File: src/hdl/assert_macros.svh
// assertion helpers used by sha1_block_compress
`ifndef ASSERT_MACROS_SVH
`define ASSERT_MACROS_SVH

// clocked check, masked while reset is asserted
`define ASSERT_CLK_RST(lbl, clk, rst_n, prop, msg) \
    lbl: assert property (@(posedge clk) disable iff (!rst_n) prop) else $error(msg);

// clocked check that also holds during reset
`define ASSERT_CLK(lbl, clk, prop, msg) \
    lbl: assert property (@(posedge clk) prop) else $error(msg);

`endif

File: src/hdl/sha1bc_pkg.sv
`timescale 1ns / 1ps
// ----------------------------------------------------------------------------
// sha1bc_pkg
// types, constants and round functions for the sha-1 block compression engine
// ----------------------------------------------------------------------------
package sha1bc_pkg;

    localparam int WORD_W  = 32;
    localparam int IDX_W   = 4;
    localparam int HIDX_W  = 3;
    localparam int NUM_CV  = 5;
    localparam int NUM_MSG = 16;
    localparam int RND_W   = 7;

    typedef logic [WORD_W-1:0] word_t;

    // action codes
    localparam logic ACT_LOAD_CV = 1'b0;
    localparam logic ACT_MSG     = 1'b1;

    localparam logic [IDX_W-1:0]  LAST_MSG_IDX = 4'd15;
    localparam logic [IDX_W-1:0]  CV_LIMIT     = 4'd5;
    localparam logic [HIDX_W-1:0] LAST_CV_IDX  = 3'd4;

    localparam logic [RND_W-1:0] GRP1_START = 7'd20;
    localparam logic [RND_W-1:0] GRP2_START = 7'd40;
    localparam logic [RND_W-1:0] GRP3_START = 7'd60;
    localparam logic [RND_W-1:0] LAST_ROUND = 7'd79;

    localparam word_t K_GRP0 = 32'h5a827999;
    localparam word_t K_GRP1 = 32'h6ed9eba1;
    localparam word_t K_GRP2 = 32'h8f1bbcdc;
    localparam word_t K_GRP3 = 32'hca62c1d6;

    typedef enum logic [1:0] {
        GRP_CHOOSE,
        GRP_PARITY_LO,
        GRP_MAJORITY,
        GRP_PARITY_HI
    } grp_t;

    typedef enum logic [2:0] {
        ST_IDLE,
        ST_LOAD,
        ST_ROUND,
        ST_ADD,
        ST_EMIT
    } st_t;

    typedef struct packed {
        logic load;
        logic round_en;
        logic add_en;
        grp_t grp;
    } ctrl_t;

    typedef struct packed {
        logic               en;
        logic [HIDX_W-1:0]  idx;
        word_t              data;
    } cv_wr_t;

    function automatic word_t rotl1(input word_t v);
        return {v[WORD_W-2:0], v[WORD_W-1]};
    endfunction

    function automatic word_t rotl5(input word_t v);
        return {v[WORD_W-6:0], v[WORD_W-1:WORD_W-5]};
    endfunction

    function automatic word_t rotl30(input word_t v);
        return {v[1:0], v[WORD_W-1:2]};
    endfunction

    function automatic word_t round_fn(input grp_t g, input word_t b, input word_t c,
                                       input word_t d);
        word_t r;
        unique case (g)
            GRP_CHOOSE:   r = (b & c) | (~b & d);
            GRP_MAJORITY: r = (b & c) | (b & d) | (c & d);
            default:      r = b ^ c ^ d;
        endcase
        return r;
    endfunction

    function automatic word_t round_k(input grp_t g);
        word_t r;
        unique case (g)
            GRP_CHOOSE:    r = K_GRP0;
            GRP_PARITY_LO: r = K_GRP1;
            GRP_MAJORITY:  r = K_GRP2;
            default:       r = K_GRP3;
        endcase
        return r;
    endfunction

endpackage

File: src/hdl/sha1bc_if.sv
`timescale 1ns / 1ps
// ----------------------------------------------------------------------------
// sha1bc channel interfaces
// valid/ready channels for input words and output hash words
// ----------------------------------------------------------------------------
interface sha1bc_in_if;
    logic        valid;
    logic        ready;
    logic        action;
    logic [3:0]  word_index;
    logic [31:0] data_word;

    modport source (output valid, output action, output word_index, output data_word,
                    input ready);
    modport sink   (input valid, input action, input word_index, input data_word,
                    output ready);
endinterface

interface sha1bc_out_if;
    logic        valid;
    logic        ready;
    logic [31:0] hash_word;
    logic [2:0]  hash_index;
    logic        last_word;

    modport source (output valid, output hash_word, output hash_index, output last_word,
                    input ready);
    modport sink   (input valid, input hash_word, input hash_index, input last_word,
                    output ready);
endinterface

File: src/hdl/sha1_block_compress.sv
`timescale 1ns / 1ps
// ----------------------------------------------------------------------------
// sha1_block_compress
// sha-1 compression of one 512-bit block into a five-word chaining value
// ----------------------------------------------------------------------------
// Chaining words (action 0, index 0..4) and message words (action 1, index
// 0..15) are taken one per cycle while idle; chaining loads with index 5..15
// are dropped. Storing message word 15 starts a compression: a load state copies
// the stored block into the schedule window, a round state runs 80 rounds, one
// per cycle, on the shared round adder, an add state adds into the chaining
// value, and the five updated words then leave A through E, one per output
// transaction, E marked last. After word 15 no input is taken until the last
// hash word leaves, output stalls included. Stored message words persist across
// blocks.
// ----------------------------------------------------------------------------
`include "assert_macros.svh"

module sha1_block_compress (
    input  logic          clk,
    input  logic          rst_n,
    sha1bc_in_if.sink     msg_in,
    sha1bc_out_if.source  hash_out
);
    import sha1bc_pkg::*;

    st_t               state_reg, state_next;
    logic [RND_W-1:0]  rnd_cnt_reg;
    logic [HIDX_W-1:0] out_cnt_reg;
    ctrl_t             ctrl;
    cv_wr_t            cv_wr;
    logic              in_xact, out_xact, start_blk;
    word_t             sched_word;

    assign in_xact   = msg_in.valid && msg_in.ready;
    assign out_xact  = hash_out.valid && hash_out.ready;
    assign start_blk = in_xact && (msg_in.action == ACT_MSG)
                       && (msg_in.word_index == LAST_MSG_IDX);

    assign cv_wr.en   = in_xact && (msg_in.action == ACT_LOAD_CV)
                        && (msg_in.word_index < CV_LIMIT);
    assign cv_wr.idx  = msg_in.word_index[HIDX_W-1:0];
    assign cv_wr.data = msg_in.data_word;

    // next state
    always_comb
    begin
        state_next = state_reg;
        unique case (state_reg)
            ST_IDLE:  if (start_blk) state_next = ST_LOAD;
            ST_LOAD:  state_next = ST_ROUND;
            ST_ROUND: if (rnd_cnt_reg == LAST_ROUND) state_next = ST_ADD;
            ST_ADD:   state_next = ST_EMIT;
            ST_EMIT:  if (out_xact && (out_cnt_reg == LAST_CV_IDX)) state_next = ST_IDLE;
            default:  state_next = ST_IDLE;
        endcase
    end

    // outputs of the sequencer
    always_comb
    begin
        msg_in.ready   = 1'b0;
        hash_out.valid = 1'b0;
        ctrl.load      = 1'b0;
        ctrl.round_en  = 1'b0;
        ctrl.add_en    = 1'b0;
        unique case (state_reg)
            ST_IDLE:  msg_in.ready   = 1'b1;
            ST_LOAD:  ctrl.load      = 1'b1;
            ST_ROUND: ctrl.round_en  = 1'b1;
            ST_ADD:   ctrl.add_en    = 1'b1;
            ST_EMIT:  hash_out.valid = 1'b1;
            default:  msg_in.ready   = 1'b0;
        endcase

        priority if (rnd_cnt_reg < GRP1_START) ctrl.grp = GRP_CHOOSE;
        else if (rnd_cnt_reg < GRP2_START)     ctrl.grp = GRP_PARITY_LO;
        else if (rnd_cnt_reg < GRP3_START)     ctrl.grp = GRP_MAJORITY;
        else                                   ctrl.grp = GRP_PARITY_HI;
    end

    always_ff @(posedge clk or negedge rst_n)
    begin
        if (!rst_n)
        begin
            state_reg   <= ST_IDLE;
            rnd_cnt_reg <= '0;
            out_cnt_reg <= '0;
        end
        else
        begin
            state_reg <= state_next;
            if (ctrl.load)
            begin
                rnd_cnt_reg <= '0;
            end
            else if (ctrl.round_en)
            begin
                rnd_cnt_reg <= rnd_cnt_reg + RND_W'(1);
            end
            if (ctrl.add_en)
            begin
                out_cnt_reg <= '0;
            end
            else if (out_xact)
            begin
                out_cnt_reg <= out_cnt_reg + HIDX_W'(1);
            end
        end
    end

    sha1bc_sched u_sched (
        .clk         (clk),
        .msg_wr_en   (in_xact && (msg_in.action == ACT_MSG)),
        .msg_wr_idx  (msg_in.word_index),
        .msg_wr_data (msg_in.data_word),
        .ctrl        (ctrl),
        .sched_word  (sched_word)
    );

    sha1bc_round u_round (
        .clk        (clk),
        .rst_n      (rst_n),
        .ctrl       (ctrl),
        .cv_wr      (cv_wr),
        .sched_word (sched_word),
        .rd_idx     (out_cnt_reg),
        .rd_word    (hash_out.hash_word)
    );

    assign hash_out.hash_index = out_cnt_reg;
    assign hash_out.last_word  = (out_cnt_reg == LAST_CV_IDX);

    `ASSERT_CLK_RST(a_start_load, clk, rst_n, start_blk |=> (state_reg == ST_LOAD), "word 15 did not start a block")
    `ASSERT_CLK_RST(a_last_idle, clk, rst_n, (out_xact && hash_out.last_word) |=> msg_in.ready, "engine not idle after last hash word")
    `ASSERT_CLK_RST(a_rnd_range, clk, rst_n, (state_reg == ST_ROUND) |-> (rnd_cnt_reg <= LAST_ROUND), "round counter out of range")
    `ASSERT_CLK_RST(a_out_range, clk, rst_n, hash_out.valid |-> (out_cnt_reg <= LAST_CV_IDX), "hash index out of range")
    `ASSERT_CLK(a_no_overlap, clk, !(hash_out.valid && msg_in.ready), "input taken while emitting")

endmodule

File: src/hdl/sha1bc_sched.sv
`timescale 1ns / 1ps
// ----------------------------------------------------------------------------
// sha1bc_sched
// message word store and sliding 16-word schedule window
// ----------------------------------------------------------------------------
module sha1bc_sched (
    input  logic                  clk,
    input  logic                  msg_wr_en,
    input  logic [3:0]            msg_wr_idx,
    input  logic [31:0]           msg_wr_data,
    input  sha1bc_pkg::ctrl_t     ctrl,
    output logic [31:0]           sched_word
);
    import sha1bc_pkg::*;

    word_t msg_mem_reg [NUM_MSG];
    word_t win_reg     [NUM_MSG];
    word_t win_new;

    always_ff @(posedge clk)
    begin
        if (msg_wr_en)
        begin
            msg_mem_reg[msg_wr_idx] <= msg_wr_data;
        end
    end

    // w[t+16] = rotl1(w[t+13] ^ w[t+8] ^ w[t+2] ^ w[t])
    assign win_new = rotl1(win_reg[13] ^ win_reg[8] ^ win_reg[2] ^ win_reg[0]);

    always_ff @(posedge clk)
    begin
        if (ctrl.load)
        begin
            for (int i = 0; i < NUM_MSG; i++)
            begin
                win_reg[i] <= msg_mem_reg[i];
            end
        end
        else if (ctrl.round_en)
        begin
            for (int i = 0; i < NUM_MSG - 1; i++)
            begin
                win_reg[i] <= win_reg[i+1];
            end
            win_reg[NUM_MSG-1] <= win_new;
        end
    end

    assign sched_word = win_reg[0];

endmodule

File: src/hdl/sha1bc_round.sv
`timescale 1ns / 1ps
// ----------------------------------------------------------------------------
// sha1bc_round
// chaining value registers and the shared one-round-per-cycle datapath
// ----------------------------------------------------------------------------
module sha1bc_round (
    input  logic                  clk,
    input  logic                  rst_n,
    input  sha1bc_pkg::ctrl_t     ctrl,
    input  sha1bc_pkg::cv_wr_t    cv_wr,
    input  logic [31:0]           sched_word,
    input  logic [2:0]            rd_idx,
    output logic [31:0]           rd_word
);
    import sha1bc_pkg::*;

    word_t chain_reg [NUM_CV];
    word_t a_reg, b_reg, c_reg, d_reg, e_reg;
    word_t a_next;

    assign a_next = rotl5(a_reg) + round_fn(ctrl.grp, b_reg, c_reg, d_reg) + e_reg
                    + sched_word + round_k(ctrl.grp);

    always_ff @(posedge clk)
    begin
        if (ctrl.load)
        begin
            a_reg <= chain_reg[0];
            b_reg <= chain_reg[1];
            c_reg <= chain_reg[2];
            d_reg <= chain_reg[3];
            e_reg <= chain_reg[4];
        end
        else if (ctrl.round_en)
        begin
            a_reg <= a_next;
            b_reg <= a_reg;
            c_reg <= rotl30(b_reg);
            d_reg <= c_reg;
            e_reg <= d_reg;
        end
    end

    always_ff @(posedge clk or negedge rst_n)
    begin
        if (!rst_n)
        begin
            for (int i = 0; i < NUM_CV; i++)
            begin
                chain_reg[i] <= '0;
            end
        end
        else if (ctrl.add_en)
        begin
            chain_reg[0] <= chain_reg[0] + a_reg;
            chain_reg[1] <= chain_reg[1] + b_reg;
            chain_reg[2] <= chain_reg[2] + c_reg;
            chain_reg[3] <= chain_reg[3] + d_reg;
            chain_reg[4] <= chain_reg[4] + e_reg;
        end
        else if (cv_wr.en)
        begin
            chain_reg[cv_wr.idx] <= cv_wr.data;
        end
    end

    assign rd_word = chain_reg[rd_idx];

endmodule
File: src/flat_wrapper.sv
// flat-port wrapper written by rule: the top's interface ports become plain ports
module sha1_block_compress_flat import sha1bc_pkg::*;
  (clk, rst_n, msg_in_valid, msg_in_action, msg_in_word_index, msg_in_data_word, msg_in_ready, hash_out_valid, hash_out_hash_word, hash_out_hash_index, hash_out_last_word, hash_out_ready);
  sha1bc_in_if msg_in_i ();
  sha1bc_out_if hash_out_i ();
  input  logic clk;
  input  logic rst_n;
  input wire logic [$bits(msg_in_i.valid)-1:0] msg_in_valid;
  input wire logic [$bits(msg_in_i.action)-1:0] msg_in_action;
  input wire logic [$bits(msg_in_i.word_index)-1:0] msg_in_word_index;
  input wire logic [$bits(msg_in_i.data_word)-1:0] msg_in_data_word;
  output wire logic [$bits(msg_in_i.ready)-1:0] msg_in_ready;
  output wire logic [$bits(hash_out_i.valid)-1:0] hash_out_valid;
  output wire logic [$bits(hash_out_i.hash_word)-1:0] hash_out_hash_word;
  output wire logic [$bits(hash_out_i.hash_index)-1:0] hash_out_hash_index;
  output wire logic [$bits(hash_out_i.last_word)-1:0] hash_out_last_word;
  input wire logic [$bits(hash_out_i.ready)-1:0] hash_out_ready;
  assign msg_in_i.valid = msg_in_valid;
  assign msg_in_i.action = msg_in_action;
  assign msg_in_i.word_index = msg_in_word_index;
  assign msg_in_i.data_word = msg_in_data_word;
  assign msg_in_ready = msg_in_i.ready;
  assign hash_out_valid = hash_out_i.valid;
  assign hash_out_hash_word = hash_out_i.hash_word;
  assign hash_out_hash_index = hash_out_i.hash_index;
  assign hash_out_last_word = hash_out_i.last_word;
  assign hash_out_i.ready = hash_out_ready;
  sha1_block_compress u_core (.clk(clk), .rst_n(rst_n), .msg_in(msg_in_i), .hash_out(hash_out_i));
endmodule
File: config.mk
export PLATFORM = sky130hd
export DESIGN_NAME = sha1_block_compress_flat
export DESIGN_NICKNAME = d
export VERILOG_FILES = /design/src/hdl/sha1bc_pkg.sv /design/src/hdl/sha1bc_if.sv /design/src/hdl/sha1_block_compress.sv /design/src/hdl/sha1bc_sched.sv /design/src/hdl/sha1bc_round.sv /design/src/flat_wrapper.sv
export VERILOG_INCLUDE_DIRS = /design/src /design/src/hdl
export SDC_FILE = /design/constraint.sdc
export NUM_CORES = 2
export LEC_CHECK = 0
export BUFFER_PORTS_ARGS = -buffer_cell sky130_fd_sc_hd__buf_2
export CAP_MARGIN = 20
export CORE_MARGIN = 3
export CORE_UTILIZATION = 59
export CTS_BUF_LIST = sky130_fd_sc_hd__clkbuf_16
export DETAILED_ROUTE_END_ITERATION = 8
export MAX_ROUTING_LAYER = met4
export PLACE_DENSITY = 0.8
export SYNTH_ARGS = -nofsm -noshare
export SYNTH_HDL_FRONTEND = slang
export SYNTH_HIERARCHICAL = 1
export SYNTH_SLANG_ARGS = --single-unit
export TNS_END_PERCENT = 10
File: constraint.sdc
create_clock -name clk -period 26.5 [get_ports clk]
set_clock_uncertainty 0.1 [all_clocks]
set_input_delay 1.325 -clock clk [delete_from_list [all_inputs] [get_ports clk]]
set_output_delay 1.325 -clock clk [all_outputs]
set_load 0.005 [all_outputs]
==> run summary <==
===========================================================================================
Result of the run                                                              complete, no violations
Flop pwr share                                                                        0.537
Total clock buffers created by CTS                                                      141
Total via count after detailed routing                                                42130
Number of cells produced by synthesis                                                  5072
Leading area contributor after synthesis                                           edfxtp_1
Global-route wire length before repair                                            271300 µm
Async SR Flop Fraction                                                               0.1275
Synthesized area per cell                                                         13.52 µm²
Input/output buffers                                                                     78
Leak pwr                                                                           28.47 nW
Count of pins on the block boundary                                                      79
Via-to-Cell Ratio                                                                     6.250
Dominant cells by area after synthesis                                         edfxtp_1, mux2_4, dfrtp_1
Uppermost signal routing layer after detailed routing                                  met4
Die area                                                                         0.1203 mm²
Rel. slew slack                                                                      0.1696
Most frequent cells in the layout                                              edfxtp_1, nand2_1, o21ai_0
Worst slack at placement                                                           19210 ps
Largest stage delay on the critical path                                             490 ps
TritonCTS clock tree                                                                  built
Fraction of power spent switching nets                                               0.2072
ANT nets after route                                                                      0
Routed wire per std cell                                                           26.94 µm
Deepest level of the CTS H-tree                                                           4
Global-route total usage across every layer                                          0.3104
Clock insertion delay at the later pin of the skew report                            760 ps
P_int                                                                              3.402 mW
Die span in y                                                                      346.9 µm
Power per unit of standard cell area                                           57.43 mW/mm²
Critical path startpoint category                                                 flip-flop
Final sum of negative setup slack                                                      0 ps
Number of distinct library cells after synthesis                                         99
Total Wirelength                                                                  181600 µm
Maximum number of pins on one net before global-route repair                            152
Routability-driven placement congestion ratio                                         1.014
Placeable core area                                                              0.1148 mm²
Clock transition at path regs                                                         60 ps
Number of nets in the synthesized netlist                                              5436
Number of buffers inserted by hold repair at cts                                          0
Transition at the pin with the smallest max-transition slack                        1214 ps
Detailed placement HPWL                                                           117600 µm
Flip-flop and latch count after synthesis                                              1357
Critical path arrival                                                               7770 ps
Share of the synthesized area in the top cell type                                   0.5186
Chip width                                                                         346.9 µm
Worst min path class                                                           flip-flop to flip-flop
Clock network fraction of total power                                                 0.455
Post-synthesis cell area                                                        0.06856 mm²
Number of slew-limit violations in the final report                                       0
Max Cap Violations                                                                        0
Buffer depth of the longest clock path                                                    3
Synth-to-Final Area Change                                                           8.972%
RSZ-0062 raised after global routing                                                  false
Starting Density                                                                     0.5971
Share of synthesized area occupied by flip-flops and latches                         0.5818
Final hold violations                                                                     0
Number of instances resized during post-cts repair                                        0
F_max                                                                            0.1359 GHz
Final-stage net count                                                                  5476
Most common library cell in the layout ignoring fill and taps                      edfxtp_1
Number of detailed-routing iterations run before antenna repair                           6
Shortest clock period the worst path allows after layout                            7357 ps
Fill cells                                                                             8170
Critical Path Slowest Stage Cell                                                    a221o_1
Buffer count from post-CTS setup fixing                                                   0
Crit path kind                                                                 flip-flop to flip-flop
Number of setup violations in the final report                                            0
Cell at the root of the clock tree                                                clkbuf_16
Net switching component of the power                                              0.8889 mW
# clock sinks                                                                          1357
Critical path capture point type                                                  flip-flop
Crit share post-route                                                                0.2776
Critical Path Fanout Max                                                                 35
Crit path top cell by count                                                           inv_1
Congestion Overflow GR                                                                    0
Row count                                                                               124
Worst-case setup margin in the final layout                                        19140 ps
Required time worst endpoint                                                       26910 ps
Total length of routed met2 wires                                                  86350 µm
Routed length on met1                                                              74010 µm
Comb power frac                                                                       0.008
Length of routed met3 wiring                                                       13320 µm
Share of cells above drive strength 1                                                0.1728
Syn. warnings                                                                             6
Total DRC errors in the routed layout                                                     0
Initial antenna violation count                                                           7
Number of global-route vias before repair                                             42080
Worst vdd ir                                                                     0.05752 mV
Number of design-rule violations left by the first detailed-router iteration           4471
Dominant synthesized flop cell                                                     edfxtp_1
Number of enable-type register cells in the synthesized netlist                        1184
===========================================================================================
## final timing paths
check | from | to | slack [ps] | depth (start not counted)
worst min register to register | u_core/u_sched/msg_mem_reg[15][24]$_DFFE_PP_ | u_core/u_sched/win_reg[0][504]$_DFFE_PP_ | 430 | 2
max in group asynchronous | rst_n | u_core/hash_out.hash_index[0]$_DFFE_PN0P_ | 24360 | 2
worst max-delay path | u_core/rnd_cnt_reg[5]$_DFFE_PN0P_ | u_core/u_round/a_reg[31]$_DFFE_PP_ | 19140 | 27
worst min-delay path | u_core/u_sched/msg_mem_reg[15][24]$_DFFE_PP_ | u_core/u_sched/win_reg[0][504]$_DFFE_PP_ | 430 | 2
worst max register to register | u_core/rnd_cnt_reg[5]$_DFFE_PN0P_ | u_core/u_round/a_reg[31]$_DFFE_PP_ | 19140 | 27
min in group asynchronous | rst_n | u_core/u_round/chain_reg[128]$_DFFE_PN0P_ | 480 | 1
## power by group through the flow
stage	Combinational, mW	Clock (mW)	Sequential [mW]
2_1_floorplan	0.00101	0	2.35
3_3_place_gp	0.0319	0	2.35
3_5_place_dp	0.0324	0	2.35
4_1_cts	0.0327	1.98	2.31
5_1_grt	0.0352	2.06	2.30
6_report	0.0326	1.95	2.31
## logic make-up after synthesis
kind of cell,after synthesis,share of synthesized area
adders and majority gates,324,0.07278
muxes,711,0.1295
xor gates and xnor gates,243,0.03104
AOI/OAI and AO/OA,1004,0.09020
buffers and inverters,581,0.03807
and+or+nand+nor,852,0.05665
DFF,1357,0.5818
## cell usage after synthesis, drive strengths merged, types with 19 or more instances
cell type / count
edfxtp: 1184
mux2: 507
nand2: 433
o21ai: 408
inv: 344
a21oi: 222
mux2i: 204
ha: 198
xnor2: 187
dfrtp: 173
nor2: 150
fa: 125
clkbuf: 121
buf: 116
a21o: 88
xor2: 56
nor2b: 51
a211oi: 49
nand3: 44
o22ai: 43
nor3: 36
o21bai: 27
nand2b: 25
a31oi: 23
o221ai: 23
and3: 19
## worst max-delay path: cells and delay by family (launching register included)
family	cells	cell delay, ps
flip-flops	1	390
AO/OA/AOI/OAI	9	2160
buffers and inverters	7	1120
AND/OR/NAND/NOR	3	710
XOR/XNOR	1	160
adder cells (fa/ha/maj)	6	2170
multiplexers	1	280
## metrics by stage
stage,util,hold WS (ps),cell area [µm²],power (mW),cells
after detailed placement,0.6111,411.6,70160,2.383,6481
after CTS,0.6506,430.9,74700,4.320,6737
after global placement,0.6111,401.0,70160,2.382,6480
after floorplan,-,378.9,68560,2.352,5072
after global routing,0.6507,442.3,74700,4.398,6739
final,0.6507,427.0,74710,4.291,6741
## area by class of cell
cell class,count,area (µm²),share of cell area
diodes,4,10.01,0.0001340
well taps,1512,1892,0.02532
clock buffers,142,3553,0.04756
flip-flops and latches,1357,39890,0.5339
repair buffers,134,857.1,0.01147
clock inverters,114,978.4,0.01310
inverters,344,1299,0.01738
multi-input cells,3134,26230,0.3511
## per-layer routing
layer	up-vias	global-route usage
met3	436	0.04990
met5	-	-
li1	18590	-
met2	1881	0.4848
met1	21220	0.4098
met4	0	0.1265
No activity file was read; power rests on OpenSTA's default activity.
